<file path="config.mk">
export PLATFORM = sky130hd
export DESIGN_NAME = gamepad_deadzone_conditioner
export DESIGN_NICKNAME = d
export VERILOG_FILES = /design/src/hdl/gdc_pkg.sv /design/src/hdl/gdc_cfg_regs.sv /design/src/hdl/gdc_divider.sv /design/src/hdl/gamepad_deadzone_conditioner.sv
export SDC_FILE = /design/constraint.sdc
export NUM_CORES = 1
export LEC_CHECK = 0
export ABC_AREA = 1
export BUFFER_PORTS_ARGS = -buffer_cell sky130_fd_sc_hd__buf_4
export CAP_MARGIN = 5
export CORE_UTILIZATION = 50
export CTS_CLUSTER_SIZE = 10
export DETAILED_ROUTE_END_ITERATION = 7
export PLACE_DENSITY_LB_ADDON = 0.25
export SLEW_MARGIN = 20
export SYNTH_ARGS = -nofsm -noshare
export SYNTH_HDL_FRONTEND = slang
export SYNTH_SLANG_ARGS = --single-unit
</file>
<file path="constraint.sdc">
create_clock -name clk -period 9.9 [get_ports clk]
set_clock_uncertainty 0.2 [all_clocks]
set_input_delay 2.475 -clock clk [delete_from_list [all_inputs] [get_ports clk]]
set_output_delay 2.475 -clock clk [all_outputs]
set_load 0.02 [all_outputs]
</file>
<file path="src/hdl/gdc_pkg.sv">
`timescale 1ns / 1ps
`default_nettype none
// ----------------------------------------------------------------------------
// gdc_pkg
// Shared types and constants of the gamepad dead zone conditioner.
// ----------------------------------------------------------------------------
package gdc_pkg;

  // One gamepad poll as it enters the block.
  typedef struct packed {
    logic               pad_present;
    logic [15:0]        raw_buttons;
    logic signed [15:0] left_x;
    logic signed [15:0] left_y;
    logic signed [15:0] right_x;
    logic signed [15:0] right_y;
    logic [7:0]         left_trigger;
    logic [7:0]         right_trigger;
  } poll_t;

  // One conditioned result.
  typedef struct packed {
    logic               link_up;
    logic [21:0]        button_mask;
    logic signed [15:0] left_x_scaled;
    logic signed [15:0] left_y_scaled;
    logic signed [15:0] right_x_scaled;
    logic signed [15:0] right_y_scaled;
    logic               activity;
  } result_t;

  // Configuration register contents.
  typedef struct packed {
    logic [14:0] left_stick_deadzone;
    logic [14:0] right_stick_deadzone;
    logic [7:0]  trigger_deadzone;
    logic [14:0] axis_press_threshold;
    logic [14:0] trigger_press_threshold;
  } cfg_t;

  // Request to the shared divider: quotient = (mag*65536 + den) / (2*den).
  typedef struct packed {
    logic        start;
    logic [15:0] mag;
    logic [15:0] den;
  } div_req_t;

  // Divider response, done pulses for one cycle.
  typedef struct packed {
    logic        done;
    logic [15:0] quot;
  } div_rsp_t;

  // Register indexes (byte address is 4 times the index).
  localparam logic [2:0] REG_LEFT_DZ   = 3'd0;
  localparam logic [2:0] REG_RIGHT_DZ  = 3'd1;
  localparam logic [2:0] REG_TRIG_DZ   = 3'd2;
  localparam logic [2:0] REG_AXIS_THR  = 3'd3;
  localparam logic [2:0] REG_TRIG_THR  = 3'd4;

  // Reset values of the registers.
  localparam logic [14:0] RST_LEFT_DZ  = 15'd7849;
  localparam logic [14:0] RST_RIGHT_DZ = 15'd8689;
  localparam logic [7:0]  RST_TRIG_DZ  = 8'd30;
  localparam logic [14:0] RST_AXIS_THR = 15'd16384;
  localparam logic [14:0] RST_TRIG_THR = 15'd16384;

  // Divider produces two quotient bits per cycle until its counter reaches this value.
  localparam logic [2:0] DIV_LAST = 3'd7;

  // Job order of the sequencer: four axes, then two triggers.
  localparam logic [2:0] JOB_LX   = 3'd0;
  localparam logic [2:0] JOB_LY   = 3'd1;
  localparam logic [2:0] JOB_RX   = 3'd2;
  localparam logic [2:0] JOB_RY   = 3'd3;
  localparam logic [2:0] JOB_LT   = 3'd4;
  localparam logic [2:0] JOB_RT   = 3'd5;

  // Full scale values.
  localparam logic [15:0] AXIS_POS_FULL = 16'd32767;
  localparam logic [15:0] AXIS_NEG_FULL = 16'd32768;
  localparam logic [8:0]  TRIG_FULL     = 9'd256;

endpackage : gdc_pkg
`default_nettype wire

</file>
<file path="src/hdl/gdc_cfg_regs.sv">
`timescale 1ns / 1ps
`default_nettype none
// ----------------------------------------------------------------------------
// gdc_cfg_regs
// APB register file holding the dead zones and press thresholds.
// ----------------------------------------------------------------------------
module gdc_cfg_regs import gdc_pkg::*; (
  input  wire logic        clk,
  input  wire logic        rst,
  input  wire logic        psel,
  input  wire logic        penable,
  input  wire logic        pwrite,
  input  wire logic [4:0]  paddr,
  input  wire logic [31:0] pwdata,
  output logic [31:0]      prdata,
  output logic             pready,
  output cfg_t             cfg
);

  logic       wr_en;
  logic [2:0] reg_idx;

  assign pready  = 1'b1;
  assign reg_idx = paddr[4:2];
  assign wr_en   = psel && penable && pwrite;

  // Register writes; unknown indexes are ignored.
  always_ff @(posedge clk) begin
    if (rst) begin
      cfg.left_stick_deadzone     <= RST_LEFT_DZ;
      cfg.right_stick_deadzone    <= RST_RIGHT_DZ;
      cfg.trigger_deadzone        <= RST_TRIG_DZ;
      cfg.axis_press_threshold    <= RST_AXIS_THR;
      cfg.trigger_press_threshold <= RST_TRIG_THR;
    end else if (wr_en) begin
      unique case (reg_idx)
        REG_LEFT_DZ:  cfg.left_stick_deadzone     <= pwdata[14:0];
        REG_RIGHT_DZ: cfg.right_stick_deadzone    <= pwdata[14:0];
        REG_TRIG_DZ:  cfg.trigger_deadzone        <= pwdata[7:0];
        REG_AXIS_THR: cfg.axis_press_threshold    <= pwdata[14:0];
        REG_TRIG_THR: cfg.trigger_press_threshold <= pwdata[14:0];
        default: begin
        end
      endcase
    end
  end

  // Read back.
  always_comb begin
    unique case (reg_idx)
      REG_LEFT_DZ:  prdata = {17'd0, cfg.left_stick_deadzone};
      REG_RIGHT_DZ: prdata = {17'd0, cfg.right_stick_deadzone};
      REG_TRIG_DZ:  prdata = {24'd0, cfg.trigger_deadzone};
      REG_AXIS_THR: prdata = {17'd0, cfg.axis_press_threshold};
      REG_TRIG_THR: prdata = {17'd0, cfg.trigger_press_threshold};
      default:      prdata = 32'd0;
    endcase
  end

endmodule : gdc_cfg_regs
`default_nettype wire

</file>
<file path="src/hdl/gdc_divider.sv">
`timescale 1ns / 1ps
`default_nettype none
// ----------------------------------------------------------------------------
// gdc_divider
// Shared restoring divider, two quotient bits per cycle, rounding scaler.
// ----------------------------------------------------------------------------
module gdc_divider import gdc_pkg::*; (
  input  wire logic     clk,
  input  wire logic     rst,
  input  wire div_req_t req,
  output div_rsp_t      rsp
);

  // The dividend is {mag, den}; its upper half is always below the divisor,
  // so sixteen restoring steps give the whole quotient.
  logic        busy;
  logic        done;
  logic [2:0]  cnt;
  logic [16:0] rem;
  logic [16:0] dsr;
  logic [15:0] shreg;

  logic [17:0] t1, t2;
  logic        ge1, ge2;
  logic [16:0] r1, r2;

  // Two chained compare and subtract steps.
  always_comb begin
    t1  = {rem, shreg[15]};
    ge1 = t1 >= {1'b0, dsr};
    r1  = ge1 ? 17'(t1 - {1'b0, dsr}) : t1[16:0];
    t2  = {r1, shreg[14]};
    ge2 = t2 >= {1'b0, dsr};
    r2  = ge2 ? 17'(t2 - {1'b0, dsr}) : t2[16:0];
  end

  // Control state.
  always_ff @(posedge clk) begin
    if (rst) begin
      busy <= 1'b0;
      done <= 1'b0;
      cnt  <= '0;
    end else begin
      done <= 1'b0;
      if (req.start) begin
        busy <= 1'b1;
        cnt  <= '0;
      end else if (busy) begin
        cnt <= 3'(cnt + 3'd1);
        if (cnt == DIV_LAST) begin
          busy <= 1'b0;
          done <= 1'b1;
        end
      end
    end
  end

  // Datapath; the low dividend bits shift out as quotient bits shift in.
  always_ff @(posedge clk) begin
    if (req.start) begin
      rem   <= {1'b0, req.mag};
      dsr   <= {req.den, 1'b0};
      shreg <= req.den;
    end else if (busy) begin
      rem   <= r2;
      shreg <= {shreg[13:0], ge1, ge2};
    end
  end

  assign rsp = {done, shreg};

endmodule : gdc_divider
`default_nettype wire

</file>
<file path="src/hdl/gamepad_deadzone_conditioner.sv">
`timescale 1ns / 1ps
`default_nettype none
// ----------------------------------------------------------------------------
// gamepad_deadzone_conditioner
// Dead zone and rescaling of sticks and triggers, button remap and activity.
// ----------------------------------------------------------------------------
// A disconnected poll goes straight to the result register. Otherwise each axis or
// trigger in turn is either divided, if outside its dead zone, or written as zero.
// One poll at a time: poll_stall holds new polls until the result register takes
// the finished poll; the divisions share one two-bit-per-cycle divider. The result
// register frees the input side.
// Reset: synchronous; registers return to their defaults and activity clears.
// ----------------------------------------------------------------------------
module gamepad_deadzone_conditioner import gdc_pkg::*; (
  input  wire logic        clk,
  input  wire logic        rst,
  input  wire logic        poll_valid,
  output logic             poll_stall,
  input  wire poll_t       poll,
  output logic             result_valid,
  input  wire logic        result_stall,
  output result_t          result,
  input  wire logic        psel,
  input  wire logic        penable,
  input  wire logic        pwrite,
  input  wire logic [4:0]  paddr,
  input  wire logic [31:0] pwdata,
  output logic [31:0]      prdata,
  output logic             pready
);

  typedef enum logic [3:0] {
    S_IDLE   = 4'b0001,
    S_LOAD   = 4'b0010,
    S_WAIT   = 4'b0100,
    S_FINISH = 4'b1000
  } state_t;

  state_t   state;
  cfg_t     cfg;
  div_req_t div_req;
  div_rsp_t div_rsp;

  poll_t       item;
  logic [2:0]  job;
  logic        activity_flag;
  logic [15:0] scaled [0:5];
  logic [5:0]  hit_pos;
  logic [5:0]  hit_neg;

  gdc_cfg_regs u_regs (
    .clk     (clk),
    .rst     (rst),
    .psel    (psel),
    .penable (penable),
    .pwrite  (pwrite),
    .paddr   (paddr),
    .pwdata  (pwdata),
    .prdata  (prdata),
    .pready  (pready),
    .cfg     (cfg)
  );

  gdc_divider u_div (
    .clk (clk),
    .rst (rst),
    .req (div_req),
    .rsp (div_rsp)
  );

  // Operand selection for the current job.
  logic signed [15:0] axis_raw;
  logic [14:0]        axis_dz;
  logic [7:0]         trig_raw;
  logic               is_trig;
  logic signed [16:0] a_ext, d_ext;
  logic               axis_pos, axis_neg, trig_on, active, negative;
  logic [15:0]        sel_mag, sel_den;

  always_comb begin
    case (job)
      JOB_LX:  axis_raw = item.left_x;
      JOB_LY:  axis_raw = item.left_y;
      JOB_RX:  axis_raw = item.right_x;
      default: axis_raw = item.right_y;
    endcase
    axis_dz  = (job == JOB_LX || job == JOB_LY) ? cfg.left_stick_deadzone
                                                : cfg.right_stick_deadzone;
    trig_raw = (job == JOB_LT) ? item.left_trigger : item.right_trigger;
    is_trig  = (job == JOB_LT) || (job == JOB_RT);

    a_ext    = {axis_raw[15], axis_raw};
    d_ext    = {2'b00, axis_dz};
    axis_pos = a_ext > d_ext;
    axis_neg = a_ext < -d_ext;
    trig_on  = trig_raw > cfg.trigger_deadzone;

    if (is_trig) begin
      sel_mag = {8'd0, 8'(trig_raw - cfg.trigger_deadzone)};
      sel_den = {7'd0, 9'(TRIG_FULL - {1'b0, cfg.trigger_deadzone})};
    end else if (axis_neg) begin
      sel_mag = 16'(-a_ext - d_ext);
      sel_den = 16'(AXIS_NEG_FULL - {1'b0, axis_dz});
    end else begin
      sel_mag = 16'(a_ext - d_ext);
      sel_den = 16'(AXIS_POS_FULL - {1'b0, axis_dz});
    end

    active   = is_trig ? trig_on : (axis_pos || axis_neg);
    negative = !is_trig && axis_neg;
  end

  assign div_req = {(state == S_LOAD) && active, sel_mag, sel_den};

  // Sign, saturation and threshold compare of the finished job.
  logic [15:0]        wb_val;
  logic [14:0]        thr;
  logic signed [16:0] v_ext, thr_pos, thr_neg;
  logic               wb_en, wb_pos, wb_neg;

  always_comb begin
    if (!active) begin
      wb_val = 16'd0;
    end else if (negative) begin
      wb_val = 16'(~div_rsp.quot + 16'd1);
    end else if (div_rsp.quot[15]) begin
      wb_val = AXIS_POS_FULL;
    end else begin
      wb_val = div_rsp.quot;
    end
    thr     = is_trig ? cfg.trigger_press_threshold : cfg.axis_press_threshold;
    v_ext   = {wb_val[15], wb_val};
    thr_pos = {2'b00, thr};
    thr_neg = -thr_pos;
    wb_pos  = v_ext > thr_pos;
    wb_neg  = v_ext < thr_neg;
    wb_en   = ((state == S_LOAD) && !active) || ((state == S_WAIT) && div_rsp.done);
  end

  // Result assembly.
  logic [21:0] mask;
  logic        any_input;

  always_comb begin
    mask = {hit_neg[JOB_RX], hit_pos[JOB_RX], hit_neg[JOB_LY], hit_pos[JOB_LY],
            hit_neg[JOB_LX], hit_pos[JOB_LX], hit_pos[JOB_RT], hit_pos[JOB_LT],
            item.raw_buttons[15:12], item.raw_buttons[9:0]};
    any_input = (|mask) || (|scaled[JOB_LX]) || (|scaled[JOB_LY]) ||
                (|scaled[JOB_RX]) || (|scaled[JOB_RY]);
  end

  // The finished poll moves into the output register once that register is free.
  logic result_load;

  assign result_load = (state == S_FINISH) && (!result_valid || !result_stall);

  assign poll_stall = rst || (state != S_IDLE);

  // Sequencer.
  always_ff @(posedge clk) begin
    if (rst) begin
      state         <= S_IDLE;
      job           <= '0;
      result_valid  <= 1'b0;
      activity_flag <= 1'b0;
    end else begin
      if (result_load) begin
        result_valid <= 1'b1;
      end else if (result_valid && !result_stall) begin
        result_valid <= 1'b0;
      end
      unique case (state)
        S_IDLE: begin
          if (poll_valid) begin
            job   <= JOB_LX;
            state <= poll.pad_present ? S_LOAD : S_FINISH;
          end
        end
        S_LOAD, S_WAIT: begin
          if (div_req.start) begin
            state <= S_WAIT;
          end else if (wb_en) begin
            if (job == JOB_RT) begin
              state <= S_FINISH;
            end else begin
              job   <= 3'(job + 3'd1);
              state <= S_LOAD;
            end
          end
        end
        S_FINISH: begin
          if (result_load) begin
            if (item.pad_present) begin
              activity_flag <= any_input;
            end
            state <= S_IDLE;
          end
        end
        default: state <= S_IDLE;
      endcase
    end
  end

  // Poll capture and per-job results.
  always_ff @(posedge clk) begin
    if ((state == S_IDLE) && poll_valid) begin
      item <= poll;
    end
    if (wb_en) begin
      scaled[job]  <= wb_val;
      hit_pos[job] <= wb_pos;
      hit_neg[job] <= wb_neg;
    end
  end

  // Output register.
  always_ff @(posedge clk) begin
    if ((state == S_FINISH) && (!result_valid || !result_stall)) begin
      result.link_up  <= item.pad_present;
      result.activity <= item.pad_present ? any_input : activity_flag;
      if (item.pad_present) begin
        result.button_mask    <= mask;
        result.left_x_scaled  <= scaled[JOB_LX];
        result.left_y_scaled  <= scaled[JOB_LY];
        result.right_x_scaled <= scaled[JOB_RX];
        result.right_y_scaled <= scaled[JOB_RY];
      end else begin
        result.button_mask    <= '0;
        result.left_x_scaled  <= '0;
        result.left_y_scaled  <= '0;
        result.right_x_scaled <= '0;
        result.right_y_scaled <= '0;
      end
    end
  end

endmodule : gamepad_deadzone_conditioner
`default_nettype wire
</file>
==> results.toml <==
[logic_synthesis]
syn_area_per_cell_um2 = 8.968
synthDominantAreaCellType = "edfxtp_1"
syn-instance-count = 2446
synth_top_area_frac = 0.4148
synth_compound_area_frac = 0.1232
dominant_combinational_cell_family_by_area_after_synthesis = "simple AND/OR/NAND/NOR gates"
synth-edff-count = 303
synth-main-ff-cell = "edfxtp_1"
synth-seq-area-share = 0.4906
synth_area_um2 = 21930
synthXorXnorAreaFrac = 0.02949
yosys_warnings = 0
synth.area.mux_share = 0.004050
synth_top_cells_by_area = "edfxtp_1 (41%), nand2_1 (9.0%), ha_1 (8.1%)"
synthAdderAreaFrac = 0.08556
ys_async_sr_fraction = 0
synth.ff_latch_count = 386
synth.distinct_cells = 67
synth-simple-area-share = 0.1849

[worst_setup_path]
cp-start-kind = "register"
setup.reg_to_reg.worst_slack_ns = 2.02
timing.rr.end = "hit_pos[0]"
crit_path_end = "hit_pos[0]"
path_common_cell = "nand2_1"
worst_r2r_startpoint = "job[0]"
critPathRequiredTime_ns = 10.02
crit_path_end_kind = "register"
timing.critical_path.arrival_ns = 8.00
r2r_cells = 34
worst_path_largest_cell_delay_ns = 0.87
worstSetupPathType = "reg -> reg"
path_max_fanout = 30
timing.critical_path.from = "job[0]"
critPathSlowestCell = "a21oi_1"

[placed_design]
placed_cells_incl_taps = 3207
port-buffer-count = 224
detailedPlacementHpwl_um = 43130
place_congestion = 0.9461

[sta]
final.min_clock_period_ns = 7.879
fin_crit_sh = 0.7958
timing_max_transition_violations_final = 0
post_route_setup_tns_ns = 0
setup_viols_final = 0
worst_pin_slew_ns = 1.142
grt_setup_unrepaired = "no"
final-hold-violation-count = 0
worst_slew_margin_rel = 0.2349
max_freq_mhz = 126.9

[clocking]
ctsLongestPathBuffers = 3
htree_num_levels = 2
cts_root_buf = "clkbuf_16"
numCtsBuffers = 46
ctsHoldBuffers = 0
post-cts-setup-buffer-count = 0
path_clk_slew_ns = 0.05
cts_resized = 0
tritoncts = "yes"
clk-insertion-delay-late_ns = 0.59
cts_num_sinks = 386

[floorplanning]
die_h_um = 211.5
floorplan.die.width_um = 211.5
core_region_area_um2 = 43170
initial_core_util = 0.5081
die_area_um2 = 44710
boundaryPins = 264
fp-row-count = 76

[run]
drv.max_cap_violation_count = 0

[cells_and_area]
antenna_cells_inserted = 0
area_delta_synth_final_pct = 16.40
finalCoreUtilization = 0.5914
layout-drive-gt1-share = 0.1480
finalNonFillerCells = 3287
finish.net_count = 2958

[status]
outcome = "finished, final reports clean"

[routing]
vias = 17600
totalWireLength_um = 57480
drt_first_pass_iters = 5
vias_per_cell = 5.355
drcViolationCount = 0
detail_route.iter0.violations = 1426
post_detailed_route_wirelength_per_cell_um = 17.49
drt.antenna.violating_nets = 0

[global_routing]
grt_max_degree = 90
first_global_vias = 17060
grt_pass1_wl_um = 90170
overflow = 0
antenna_found_initial = 0
grt_use_total = 0.2601

[hold_path]
hold_path_class = "reg -> reg"

[pwr]
power.ir.vdd_worst_uv = 199.2
powerDensity_nw_per_um2 = 307.7
static-leakage-power_nw = 11.46
-- per-layer routing --
metal	track usage	routed length, um
met1	0.3415	25050
met2	0.4272	26330
met3	0.03664	3623
met4	0.1177	2475
met5	0	0
-- sequential cells by signal (all words and copies together) (netlist names), 3 cells and up --
name and flops:
u_div.rem 17, hit_neg 3, u_div.dsr 16, state 4, job 3, u_div.shreg 16
scaled 64, item 95, u_regs.cfg 68, result 88, hit_pos 5, u_div.cnt 3
-- logic make-up (layout without fill, tap and decap cells) --
group	after synthesis	in the layout
other cells	2	18
flops	386	386
buf+inv	439	679
simple gates	922	922
fa+ha+maj	147	147
mux	8	8
compound gates	469	469
xor+xnor	73	73
-- through the flow --
step / hold WS, ns / worst slack [ns] / power, W / instance area, um^2
floorplan: 0.2244 / 2.262 / 0.005103 / 21990
global placement: 0.2541 / 2.538 / 0.006162 / 24140
detailed placement: 0.2665 / 2.318 / 0.006262 / 24140
CTS: 0.2751 / 2.229 / 0.007846 / 25530
global route: 0.2900 / 1.568 / 0.008457 / 25530
finish: 0.2725 / 2.021 / 0.007857 / 25530
-- critical path: cells and delay by family (launching register included) --
| kind | cells | cell delay (ns) |
|---|---|---|
| DFF | 1 | 0.55 |
| AOI/OAI and AO/OA | 8 | 1.86 |
| adders and majority gates | 4 | 1.31 |
| buffers and inverters | 3 | 0.42 |
| and+or+nand+nor | 19 | 3.25 |
-- final cells by class --
class / count / area, um^2
flip-flops and latches: 386 / 10760
well taps: 585 / 732.0
clock buffers: 72 / 1269
fillers: 3770 / 17640
multi-input cells: 1637 / 9474
clock inverters: 8 / 127.6
inverters: 355 / 1338
repair buffers: 244 / 1832
-- synth_stat cells (8+ instances only) --
| cell | instances |
|---|---|
| nand2_1 | 525 |
| nor2_2 | 8 |
| nor2_1 | 155 |
| inv_1 | 342 |
| a21oi_1 | 167 |
| buf_2 | 9 |
| o211ai_1 | 9 |
| ha_1 | 142 |
| a31oi_1 | 11 |
| nand2_2 | 12 |
| nor4_1 | 29 |
| nand4_1 | 25 |
| edfxtp_1 | 303 |
| o21ai_2 | 15 |
| nand3_1 | 103 |
| inv_2 | 11 |
| o22ai_1 | 15 |
| xor2_1 | 46 |
| xnor2_1 | 26 |
| o21ai_0 | 177 |
| nor3_1 | 21 |
| dfxtp_1 | 83 |
| a221oi_1 | 10 |
| a21o_1 | 8 |
| buf_4 | 23 |
| o21ai_1 | 14 |
| clkbuf_1 | 47 |
-- cell usage in the layout, fill, tap and decap left out, types with 6 or more instances in the layout --
cell type    n
a21o_1       8
a21oi_1    166
a221oi_1    10
a22o_1       7
a31oi_1     11
buf_4      244
clkbuf_1    24
clkbuf_16   46
conb_1      18
dfxtp_1     83
edfxtp_1   303
ha_1       142
inv_1      342
inv_2       11
mux2_2       7
nand2_1    525
nand2_2     12
nand2_4      7
nand3_1    103
nand4_1     25
nor2_1     154
nor2_2       8
nor2_4       8
nor3_1      20
nor4_1      27
o211ai_1     9
o21ai_0    177
o21ai_1     14
o21ai_2     15
o21ai_4      6
o21bai_1     6
o22ai_1     15
xnor2_1     26
xor2_1      46
-- worst min-delay path by stage --
stage | start | to | slack (ns) | cells after the start
2_1_floorplan | item[96] | result[87] | 0.22 | 0
4_1_cts | u_div.cnt[1] | u_div.cnt[1] | 0.28 | 2
3_3_place_gp | u_div.cnt[2] | u_div.cnt[2] | 0.25 | 2
5_1_grt | u_div.cnt[1] | u_div.cnt[1] | 0.29 | 2
6_report | u_div.cnt[1] | u_div.cnt[1] | 0.27 | 2
3_5_place_dp | u_regs.cfg[59] | u_regs.cfg[59] | 0.27 | 2
-- report_power, final --
| part | switching, W | leakage, nW | internal (W) |
|---|---|---|---|
| Combinational | 0.00276 | 7.34 | 0.00130 |
| Sequential | 0.0000684 | 3.46 | 0.00217 |
| Clock | 0.000650 | 0.663 | 0.000909 |
| Total | 0.00348 | 11.5 | 0.00438 |
No activity file was read; power rests on OpenSTA's default activity.
